### src/hdl/mwsm_pkg.sv
package mwsm_pkg;

	// Default sizes
	localparam int PAT_MAX_DEF  = 128;
	localparam int TEXT_MAX_DEF = 32768;

	// Field widths of the stream channels
	localparam int ACTION_W   = 2;
	localparam int PIDX_W     = 7;
	localparam int SYM_W      = 8;
	localparam int CFG_W      = 8;
	localparam int OSTART_W   = 15;
	localparam int OLEN_W     = 16;
	localparam int IN_DATA_W  = 16;
	localparam int OUT_DATA_W = 40;

	// Internal position and length widths, wide enough for the largest text
	localparam int POS_W = 16;
	localparam int LEN_W = 17;

	typedef enum logic [ACTION_W-1:0] {
		ACT_LOAD   = 2'd0,
		ACT_TEXT   = 2'd1,
		ACT_END    = 2'd2,
		ACT_UNUSED = 2'd3
	} action_t;

	// Full-match report of the last active cell for one text byte
	typedef struct packed {
		logic             hit;
		logic [POS_W-1:0] start;
		logic [POS_W-1:0] pos;
	} win_req_t;

endpackage

### src/hdl/min_window_subsequence_matcher.sv
// Channel   Dir  Fields (lowest bit first)                       Request
// --------  ---  ----------------------------------------------  -------------------------
// cfg       in   cfg_wdata: pattern_length[7:0]                   cfg_we high at clk edge
// s_axis    in   tuser: action[1:0]                               tvalid && tready
//                tdata: pattern_index[6:0], symbol[14:7]
// m_axis    out  tdata: found[0], window_start[15:1],             tvalid && tready
//                window_length[31:16], overflow[32]
//
// All pattern cells update together from their left neighbor, so a text byte
// is absorbed in the cycle it is accepted.
// The full-match check against the best window runs one stage behind; an
// end-of-text request folds that pending check in before loading the result.
// s_axis stalls only while a result sits unread in the output register.
// Reset (arst_n low) clears all match cells, counters and the output valid flag;
// pattern bytes are not cleared and read as unknown until loaded.
module min_window_subsequence_matcher #(
	parameter int PAT_MAX  = mwsm_pkg::PAT_MAX_DEF,
	parameter int TEXT_MAX = mwsm_pkg::TEXT_MAX_DEF
) (
	input  logic                              clk,
	input  logic                              arst_n,
	input  logic                              cfg_we,
	input  logic [mwsm_pkg::CFG_W-1:0]        cfg_wdata,      // pattern_length
	input  logic                              s_axis_tvalid,
	output logic                              s_axis_tready,
	input  logic [mwsm_pkg::IN_DATA_W-1:0]    s_axis_tdata,   // pattern_index, symbol
	input  logic [mwsm_pkg::ACTION_W-1:0]     s_axis_tuser,   // action
	output logic                              m_axis_tvalid,
	input  logic                              m_axis_tready,
	output logic [mwsm_pkg::OUT_DATA_W-1:0]   m_axis_tdata    // found, window_start,
	                                                          // window_length, overflow
);

	localparam int MW    = $clog2(PAT_MAX + 1);
	localparam int IW    = (PAT_MAX > 1) ? $clog2(PAT_MAX) : 1;
	localparam int CNT_W = $clog2(TEXT_MAX + 1);
	localparam int LOADABLE = (PAT_MAX < (2 ** mwsm_pkg::PIDX_W)) ?
	                          PAT_MAX : (2 ** mwsm_pkg::PIDX_W);

	// Unpack the request
	mwsm_pkg::action_t                 action;
	logic [mwsm_pkg::PIDX_W-1:0]       pidx;
	logic [mwsm_pkg::SYM_W-1:0]        sym;
	logic                              s_acc;
	logic                              load_acc;
	logic                              text_acc;
	logic                              end_acc;
	logic                              text_en;

	assign action = mwsm_pkg::action_t'(s_axis_tuser);
	assign pidx   = s_axis_tdata[mwsm_pkg::PIDX_W-1:0];
	assign sym    = s_axis_tdata[mwsm_pkg::PIDX_W +: mwsm_pkg::SYM_W];

	assign s_acc    = s_axis_tvalid && s_axis_tready;
	assign load_acc = s_acc && (action == mwsm_pkg::ACT_LOAD);
	assign text_acc = s_acc && (action == mwsm_pkg::ACT_TEXT);
	assign end_acc  = s_acc && (action == mwsm_pkg::ACT_END);

	// Registers
	logic [MW-1:0]    m_q;          // pattern length in use, already clamped
	logic [CNT_W-1:0] pos_q;
	logic             overflow_q;
	logic             out_valid_q;
	logic             out_found_q;
	logic [mwsm_pkg::OSTART_W-1:0] out_start_q;
	logic [mwsm_pkg::OLEN_W-1:0]   out_len_q;
	logic             out_ovf_q;

	logic             pos_full;
	logic [mwsm_pkg::POS_W-1:0] pos;
	logic [MW-1:0]    m_next;

	assign pos_full = (pos_q >= CNT_W'(TEXT_MAX));
	assign pos      = mwsm_pkg::POS_W'(pos_q);
	assign text_en  = text_acc && !pos_full;

	// Clamp the written length to 1..PAT_MAX; the raw value is never read back
	always_comb begin
		if (cfg_wdata == '0) begin
			m_next = MW'(1);
		end else if (int'(cfg_wdata) > PAT_MAX) begin
			m_next = MW'(PAT_MAX);
		end else begin
			m_next = MW'(cfg_wdata);
		end
	end

	// Row of pattern cells; cell 0 starts a match at the current position
	logic [PAT_MAX-1:0]          cell_valid;
	logic [mwsm_pkg::POS_W-1:0]  cell_start [PAT_MAX];
	logic [PAT_MAX-1:0]          cell_hit;
	logic [mwsm_pkg::POS_W-1:0]  cell_new_start [PAT_MAX];

	genvar j;
	generate
		for (j = 0; j < PAT_MAX; j++) begin : g_cell
			logic                       we;
			logic                       pv;
			logic [mwsm_pkg::POS_W-1:0] ps;

			if (j < LOADABLE) begin : g_ld
				assign we = load_acc && (pidx == mwsm_pkg::PIDX_W'(j));
			end else begin : g_nold
				assign we = 1'b0;
			end

			if (j == 0) begin : g_first
				assign pv = 1'b1;
				assign ps = pos;
			end else begin : g_next
				assign pv = cell_valid[j-1];
				assign ps = cell_start[j-1];
			end

			mwsm_cell u_cell (
				.clk        (clk),
				.arst_n     (arst_n),
				.load_we    (we),
				.text_en    (text_en),
				.active     (MW'(j) < m_q),
				.clear      (end_acc),
				.sym        (sym),
				.prev_valid (pv),
				.prev_start (ps),
				.valid      (cell_valid[j]),
				.start      (cell_start[j]),
				.hit        (cell_hit[j])
			);

			assign cell_new_start[j] = ps;
		end
	endgenerate

	// Pick the last active cell's full-match report
	logic [IW-1:0]        last_idx;
	mwsm_pkg::win_req_t   req;

	assign last_idx  = IW'(m_q - MW'(1));
	assign req.hit   = cell_hit[last_idx];
	assign req.start = cell_new_start[last_idx];
	assign req.pos   = pos;

	logic                       best_found;
	logic [mwsm_pkg::POS_W-1:0] best_start;
	logic [mwsm_pkg::LEN_W-1:0] best_length;

	mwsm_window u_window (
		.clk         (clk),
		.arst_n      (arst_n),
		.req         (req),
		.clear       (end_acc),
		.found       (best_found),
		.best_start  (best_start),
		.best_length (best_length)
	);

	// Accept while the output register is empty or being drained
	assign s_axis_tready = !out_valid_q || m_axis_tready;

	always_ff @(posedge clk or negedge arst_n) begin
		if (!arst_n) begin
			m_q         <= MW'(1);
			pos_q       <= '0;
			overflow_q  <= 1'b0;
			out_valid_q <= 1'b0;
		end else begin
			if (cfg_we) begin
				m_q <= m_next;
			end
			if (end_acc) begin
				// Report, then drop all running state
				pos_q       <= '0;
				overflow_q  <= 1'b0;
				out_valid_q <= 1'b1;
			end else begin
				if (text_acc) begin
					if (pos_full) begin
						overflow_q <= 1'b1;
					end else begin
						pos_q <= pos_q + CNT_W'(1);
					end
				end
				if (m_axis_tready) begin
					out_valid_q <= 1'b0;
				end
			end
		end
	end

	always_ff @(posedge clk) begin
		if (end_acc) begin
			out_found_q <= best_found;
			out_start_q <= mwsm_pkg::OSTART_W'(best_start);
			out_len_q   <= mwsm_pkg::OLEN_W'(best_length);
			out_ovf_q   <= overflow_q;
		end
	end

	assign m_axis_tvalid = out_valid_q;
	assign m_axis_tdata  = {7'd0, out_ovf_q, out_len_q, out_start_q, out_found_q};

endmodule

### src/hdl/mwsm_cell.sv
module mwsm_cell (
	input  logic                         clk,
	input  logic                         arst_n,
	input  logic                         load_we,
	input  logic                         text_en,
	input  logic                         active,
	input  logic                         clear,
	input  logic [mwsm_pkg::SYM_W-1:0]   sym,
	input  logic                         prev_valid,
	input  logic [mwsm_pkg::POS_W-1:0]   prev_start,
	output logic                         valid,
	output logic [mwsm_pkg::POS_W-1:0]   start,
	output logic                         hit
);

	logic [mwsm_pkg::SYM_W-1:0] pat_q;
	logic                       valid_q;
	logic [mwsm_pkg::POS_W-1:0] start_q;

	// Extend the neighbor's prefix by this byte
	assign hit = text_en && active && prev_valid && (pat_q == sym);

	always_ff @(posedge clk) begin
		if (load_we) begin
			pat_q <= sym;
		end
		if (hit) begin
			start_q <= prev_start;
		end
	end

	always_ff @(posedge clk or negedge arst_n) begin
		if (!arst_n) begin
			valid_q <= 1'b0;
		end else if (clear) begin
			valid_q <= 1'b0;
		end else if (hit) begin
			valid_q <= 1'b1;
		end
	end

	assign valid = valid_q;
	assign start = start_q;

endmodule

### src/hdl/mwsm_window.sv
module mwsm_window (
	input  logic                       clk,
	input  logic                       arst_n,
	input  mwsm_pkg::win_req_t         req,
	input  logic                       clear,
	output logic                       found,
	output logic [mwsm_pkg::POS_W-1:0] best_start,
	output logic [mwsm_pkg::LEN_W-1:0] best_length
);

	mwsm_pkg::win_req_t         req_s1;
	logic [mwsm_pkg::LEN_W-1:0] len;
	logic [mwsm_pkg::LEN_W-1:0] len_q;
	logic [mwsm_pkg::POS_W-1:0] start_q;
	logic [mwsm_pkg::LEN_W-1:0] upd_len;
	logic [mwsm_pkg::POS_W-1:0] upd_start;

	assign len = {1'b0, req_s1.pos} - {1'b0, req_s1.start} + mwsm_pkg::LEN_W'(1);

	// Replace only on a strictly shorter window, so ties keep the leftmost
	always_comb begin
		upd_len   = len_q;
		upd_start = start_q;
		if (req_s1.hit && ((len_q == '0) || (len < len_q))) begin
			upd_len   = len;
			upd_start = req_s1.start;
		end
	end

	always_ff @(posedge clk or negedge arst_n) begin
		if (!arst_n) begin
			req_s1  <= '0;
			len_q   <= '0;
			start_q <= '0;
		end else begin
			req_s1 <= req;
			if (clear) begin
				len_q   <= '0;
				start_q <= '0;
			end else begin
				len_q   <= upd_len;
				start_q <= upd_start;
			end
		end
	end

	assign found       = (upd_len != '0);
	assign best_start  = upd_start;
	assign best_length = upd_len;

endmodule
### config.mk
export PLATFORM = sky130hd
export DESIGN_NAME = min_window_subsequence_matcher
export DESIGN_NICKNAME = d
export VERILOG_FILES = /design/src/hdl/mwsm_pkg.sv /design/src/hdl/min_window_subsequence_matcher.sv /design/src/hdl/mwsm_cell.sv /design/src/hdl/mwsm_window.sv
export SDC_FILE = /design/constraint.sdc
export NUM_CORES = 2
export LEC_CHECK = 0
export BUFFER_PORTS_ARGS = -buffer_cell sky130_fd_sc_hd__buf_4
export CORE_ASPECT_RATIO = 1.4
export CORE_UTILIZATION = 60
export CTS_CLUSTER_DIAMETER = 200
export CTS_CLUSTER_SIZE = 40
export DETAILED_ROUTE_END_ITERATION = 16
export GPL_TIMING_DRIVEN = 0
export PLACE_DENSITY = 0.73
export REMOVE_ABC_BUFFERS = 1
export SYNTH_ARGS = -nofsm -noshare
export SYNTH_HDL_FRONTEND = slang
export SYNTH_HIERARCHICAL = 1
export SYNTH_SLANG_ARGS = --single-unit
### constraint.sdc
create_clock -name clk -period 12.8 [get_ports clk]
set_input_delay 3.2 -clock clk [delete_from_list [all_inputs] [get_ports clk]]
set_output_delay 3.2 -clock clk [all_outputs]
set_load 0.03 [all_outputs]
## Word level (Yosys, flattened, before mapping)

Index checks and enable logic that the tools add are counted.

| storage, ports and cells | value |
|---|---|
| flip-flop bits (word level) | 3307 |
| latch bits | 0 |
| memory bits (writable) | 0 |
| bits in read-only memories | 0 |
| input bits | 31 |
| output and inout bits | 42 |
| word-level logic and storage cells | 1722 |
| memories kept | 0 |

| cells by class | value |
|---|---|
| $add $sub $neg | 4 |
| $mul | 0 |
| divide/modulo/power cells | 0 |
| order comparisons | 133 |
| equality and inequality tests | 258 |
| shifts and indexed selects | 0 |
| mux-type cells | 273 |
| bitwise operators | 1 |
| reductions and logical operators | 658 |

Operator list:

| cell | count |
|---|---|
| $eq A8 B8 Y1 | 128 |
| $logic_and A1 B1 Y1 | 517 |
| $lt A7 B8 Y1 const A | 64 |
| $eq A7 B7 Y1 const B | 64 |
| $mux W1 | 260 |
| $reduce_bool A2 Y1 | 130 |
| $lt A6 B8 Y1 const A | 32 |
| $eq A7 B6 Y1 const B | 32 |
| $lt A5 B8 Y1 const A | 16 |
| $bmux W16 S7 | 1 |
| $eq A7 B5 Y1 const B | 16 |
| $mux W16 | 5 |
| $lt A4 B8 Y1 const A | 8 |
| $eq A7 B4 Y1 const B | 8 |
| $mux W17 | 2 |
| $lt A3 B8 Y1 const A | 4 |
| $mux W15 | 2 |
| $eq A7 B3 Y1 const B | 4 |
| $add A17 B1 Y17 const B | 1 |
| $logic_not A17 Y1 | 1 |
| $lt A17 B17 Y1 | 1 |
| $reduce_bool A17 Y1 | 1 |
| $sub A16 B16 Y17 | 1 |
| $add A16 B1 Y16 const B | 1 |
| 21 further kinds | 28 |

## Depth between registers and ports, before layout

| logic depth | value |
|---|---|
| depth in word-level cells | 10 |
| gate-level depth with buffers | 23 |
| mapped depth without buffers | 21 |

## Modules after synthesis

Netlist, hierarchy kept.

By module, submodules not included:

| module | instances | cells each | area an instance (um^2) | sequential area each (um^2) |
|---|---|---|---|---|
| mwsm_cell | 128 | 43 | 897.1 | 745.7 |
| min_window_subsequence_matcher | 1 | 2002 | 21598.2 | 1642.8 |
| mwsm_window | 1 | 384 | 3764.9 | 1651.6 |

## Least setup slack after synthesis

Ideal clock, no wire load.

| path | value |
|---|---|
| kind | input -> register |
| start | input m_axis_tready |
| end | register g_cell[0].u_cell.valid_q |
| library setup time | 0.465 ns |
| arrival | 12.192 ns |
| data required time | 12.335 ns |
| setup slack | 0.143 ns |
| stages on the path | 8 |
| buffers on the path | 2 |
| cells stage by stage | nand2b_1 nand2_1 nor2_1 and2_1 clkbuf_1 buf_1 nand2b_1 o41ai_2 |

| on the way | value |
|---|---|
| elaborated cells between the ends (all ways) | 9 |
| those cells by class | 1 x mux; 8 x reduce/logical |

RTL lines:

| element | RTL line | RTL |
|---|---|---|
| start: declaration | min_window_subsequence_matcher.sv:29 | `input logic m_axis_tready,` |
| $logic_or A1 B1 Y1 (*) | min_window_subsequence_matcher.sv:158 | `assign s_axis_tready = !out_valid_q \|\| m_axis_tready;` |
| $logic_and A1 B1 Y1 (*) | min_window_subsequence_matcher.sv:54 | `assign s_acc = s_axis_tvalid && s_axis_tready;` |
| $logic_and A1 B1 Y1 (*) | min_window_subsequence_matcher.sv:57 | `assign end_acc = s_acc && (action == mwsm_pkg::ACT_END);` |
| via end_acc | min_window_subsequence_matcher.sv:47 | `logic end_acc;` |
| $mux W1 or $reduce_bool A2 Y1 (tied branches) | -- |  |
| end signal: assignment | mwsm_cell.sv:34 | `valid_q <= 1'b0;` |
| end signal: assignment | mwsm_cell.sv:36 | `valid_q <= 1'b0;` |
| end signal: assignment | mwsm_cell.sv:38 | `valid_q <= 1'b1;` |
| end: declaration | mwsm_cell.sv:17 | `logic valid_q;` |

The timed path passes the listed nets; every way through them passes the cells marked *.
A chain may end at the register's enable or synchronous reset.

==> results_dict.tcl <==
set metrics [dict create \
    outcome "finished, violations left" \
    violations "design-rule violations, max-capacitance violations, max-slew violations" \
    critPathBufInv 6 \
    grt_max_degree 103 \
    ys.warnings.count 6 \
    period_share 0.626 \
    ir_worst_vdd_v 0.000105 \
    clk_pin_slew_ns 0.14 \
    worstPathArrival_ns 8.63 \
    clk_path_buf_depth 3 \
    cts_hold_buf 0 \
    synth_area_um2 140000 \
    dp_slack_ns 4.04 \
    holdWs_ns 0.449 \
    path_max_fanout 75 \
    num_rows 209 \
    dr.first_iter.drc_count 7901 \
    clk_latency_ns 0.81 \
    critical_path.max_stage_delay_ns 0.89 \
    grt_pass1_vias 75100 \
    io_buffers 64 \
    worstSetupStartpointType "input pin" \
    power.density_nw_per_um2 123 \
    drive_gt1_frac 0.212 \
    path_class "in2reg" \
    antenna_found_initial 10 \
    cts_buffers 92 \
    cts_tree "built" \
    finalSetupTns_ns 0 \
    final.fill_count 15400 \
    vias_per_cell 6.49 \
    fin_skew_ns 0.0446 \
    rsz0062_at_grt "false" \
    vias 73500 \
    hold_viol 0 \
    drc 16 \
    design.die.area_um2 235000 \
    firstDrtPassIters 12 \
    period_minus_slack_ns 8.01 \
    postCtsSetupRepairBufs 0 \
    synthCells 7863 \
    hp-class "reg2reg" \
    fp.dieW_um 410 \
    crit_chain "buf_8, buf_16, buf_16, buf_16, xnor2_2, nand2_1, nor4_2, buf_4, buf_4, mux4_2, nand2_1, a32oi_1, nand4_1, nand4_1" \
    cts.sinks 3307 \
    postRouteAntennaNets 0 \
    final_util 0.654 \
    slew_viol_final 9 \
    gp_congestion 0.821 \
    cpLargestDelayFamily "buffers and inverters" \
    maxCapViolations 1 \
    die_y_um 573 \
    grt_pass1_wl_um 504000 \
    slowest_stage "nor4_2" \
    area_growth_pct 8.40 \
    hold-path-cell-count 0 \
    r2r_cells 16 \
    min_to "g_cell[24].u_cell/start[8]" \
    end_kind "register" \
    final_nets 8296 \
    cts-root-buf "clkbuf_16" \
    cpMostUsedCell "buf_16" \
    final-setup-viol-count 0 \
    cp.required_ns 13.42 \
    worstMarginPinSlew_ns 1.56 \
    total_leakage_power_nw 44.2 \
    ctsResizeCount 0 \
    r2r_start "m_q[6]" \
    grt-ovfl-total 0 \
    grt_usage 0.290 \
    coreArea_um2 231000 \
    place_hpwl_um 233000 \
    wl_per_cell_um 29.8 \
    setup_slack_ns 4.79 \
    syn_area_per_cell_um2 17.8 \
    start_util 0.603 \
    fmax_mhz 125 \
    fin_cells 11300 \
    placed_cells 11200 \
    slew_headroom -0.0415 \
    wl_um 338000 \
    reg2reg_to "u_window/req_s1[32]" \
    io_pins 73 \
    r2r_slack_ns 6.03 \
    worstHoldStart "g_cell[23].u_cell/start[8]" \
    ctsHtreeMaxLevel 3 \
]
==> registers in the layout (all words and copies together) (netlist names) <==
name and flops:
overflow_q 1, g_cell.u_cell/pat_q 1024, g_cell.u_cell/valid 127, out_ovf_q 1
u_window/req_s1 33, g_cell.ps 16, u_window/start_q 15, out_found_q 1
g_cell.u_cell/start 2032, m_axis_tvalid 1, out_len_q 16, out_start_q 15
m_q 8, u_window/len_q 17
==> worst max-delay path by stage <==
stage                     startpoint                   to  slack, ns  cells after the start
CTS                 s_axis_tdata[10]  u_window/req_s1[32]       4.89                     14
floorplan                     m_q[0]  u_window/req_s1[30]     -13.51                      8
global route        s_axis_tdata[10]  u_window/req_s1[32]       4.80                     14
global placement              m_q[0]  u_window/req_s1[29]     -31.42                      7
detailed placement  s_axis_tdata[10]  u_window/req_s1[32]       4.04                     14
finish              s_axis_tdata[10]  u_window/req_s1[32]       4.79                     14
==> cell usage in the layout, fill, tap and decap left out, drive strengths merged, types with 6 or more instances in the layout <==
master,n
ha,52
nand3,251
conb,8
a21oi,77
a31oi,9
clkbuf,141
dfrtp,217
o21ai,86
nand3b,10
nor2b,35
xor2,139
nand4,194
nor4,135
and3,145
or3,11
a32oi,47
mux4,578
diode,6
nand4b,127
o41ai,128
mux2,8
mux2i,55
a22oi,19
inv,64
and2,9
nand2,781
edfxtp,3089
nand2b,137
nor2,187
o21a,6
o21bai,17
xnor2,911
buf,514
nor3,13
a21o,15
==> final cells by class <==
| class | instances | area, um2 | share of cell area |
|---|---|---|---|
| sequential | 3307 | 98200 | 0.649 |
| multi-input combinational | 4236 | 40900 | 0.271 |
| timing repair buffer | 514 | 5500 | 0.0364 |
| tap | 3059 | 3830 | 0.0253 |
| clock buffer | 141 | 2530 | 0.0167 |
| inverter | 61 | 229 | 0.00151 |
| clock inverter | 6 | 67.6 | 0.000446 |
| antenna | 6 | 15.0 | 0.0000992 |
==> stage by stage <==
step | power (mW) | cell area [um2]
after floorplan | 13.9 | 138000
after global placement | 15.1 | 143000
after detailed placement | 14.5 | 149000
after CTS | 18.8 | 151000
after global routing | 19.2 | 151000
final | 18.7 | 151000
==> power by group <==
part           switching, mW  internal (mW)
sequential            0.0802           11.8
combinational           1.52          0.878
clock                   3.01           1.40
==> layer usage <==
layer  vias to the layer above  track usage  share of wire
met5                         -            0        0.00010
met2                      3126        0.480           0.50
met3                       498       0.0296          0.067
li1                      31300            -              -
met1                     38500        0.401           0.38
met4                         4        0.116          0.046
No activity file was read; power rests on OpenSTA's default activity.
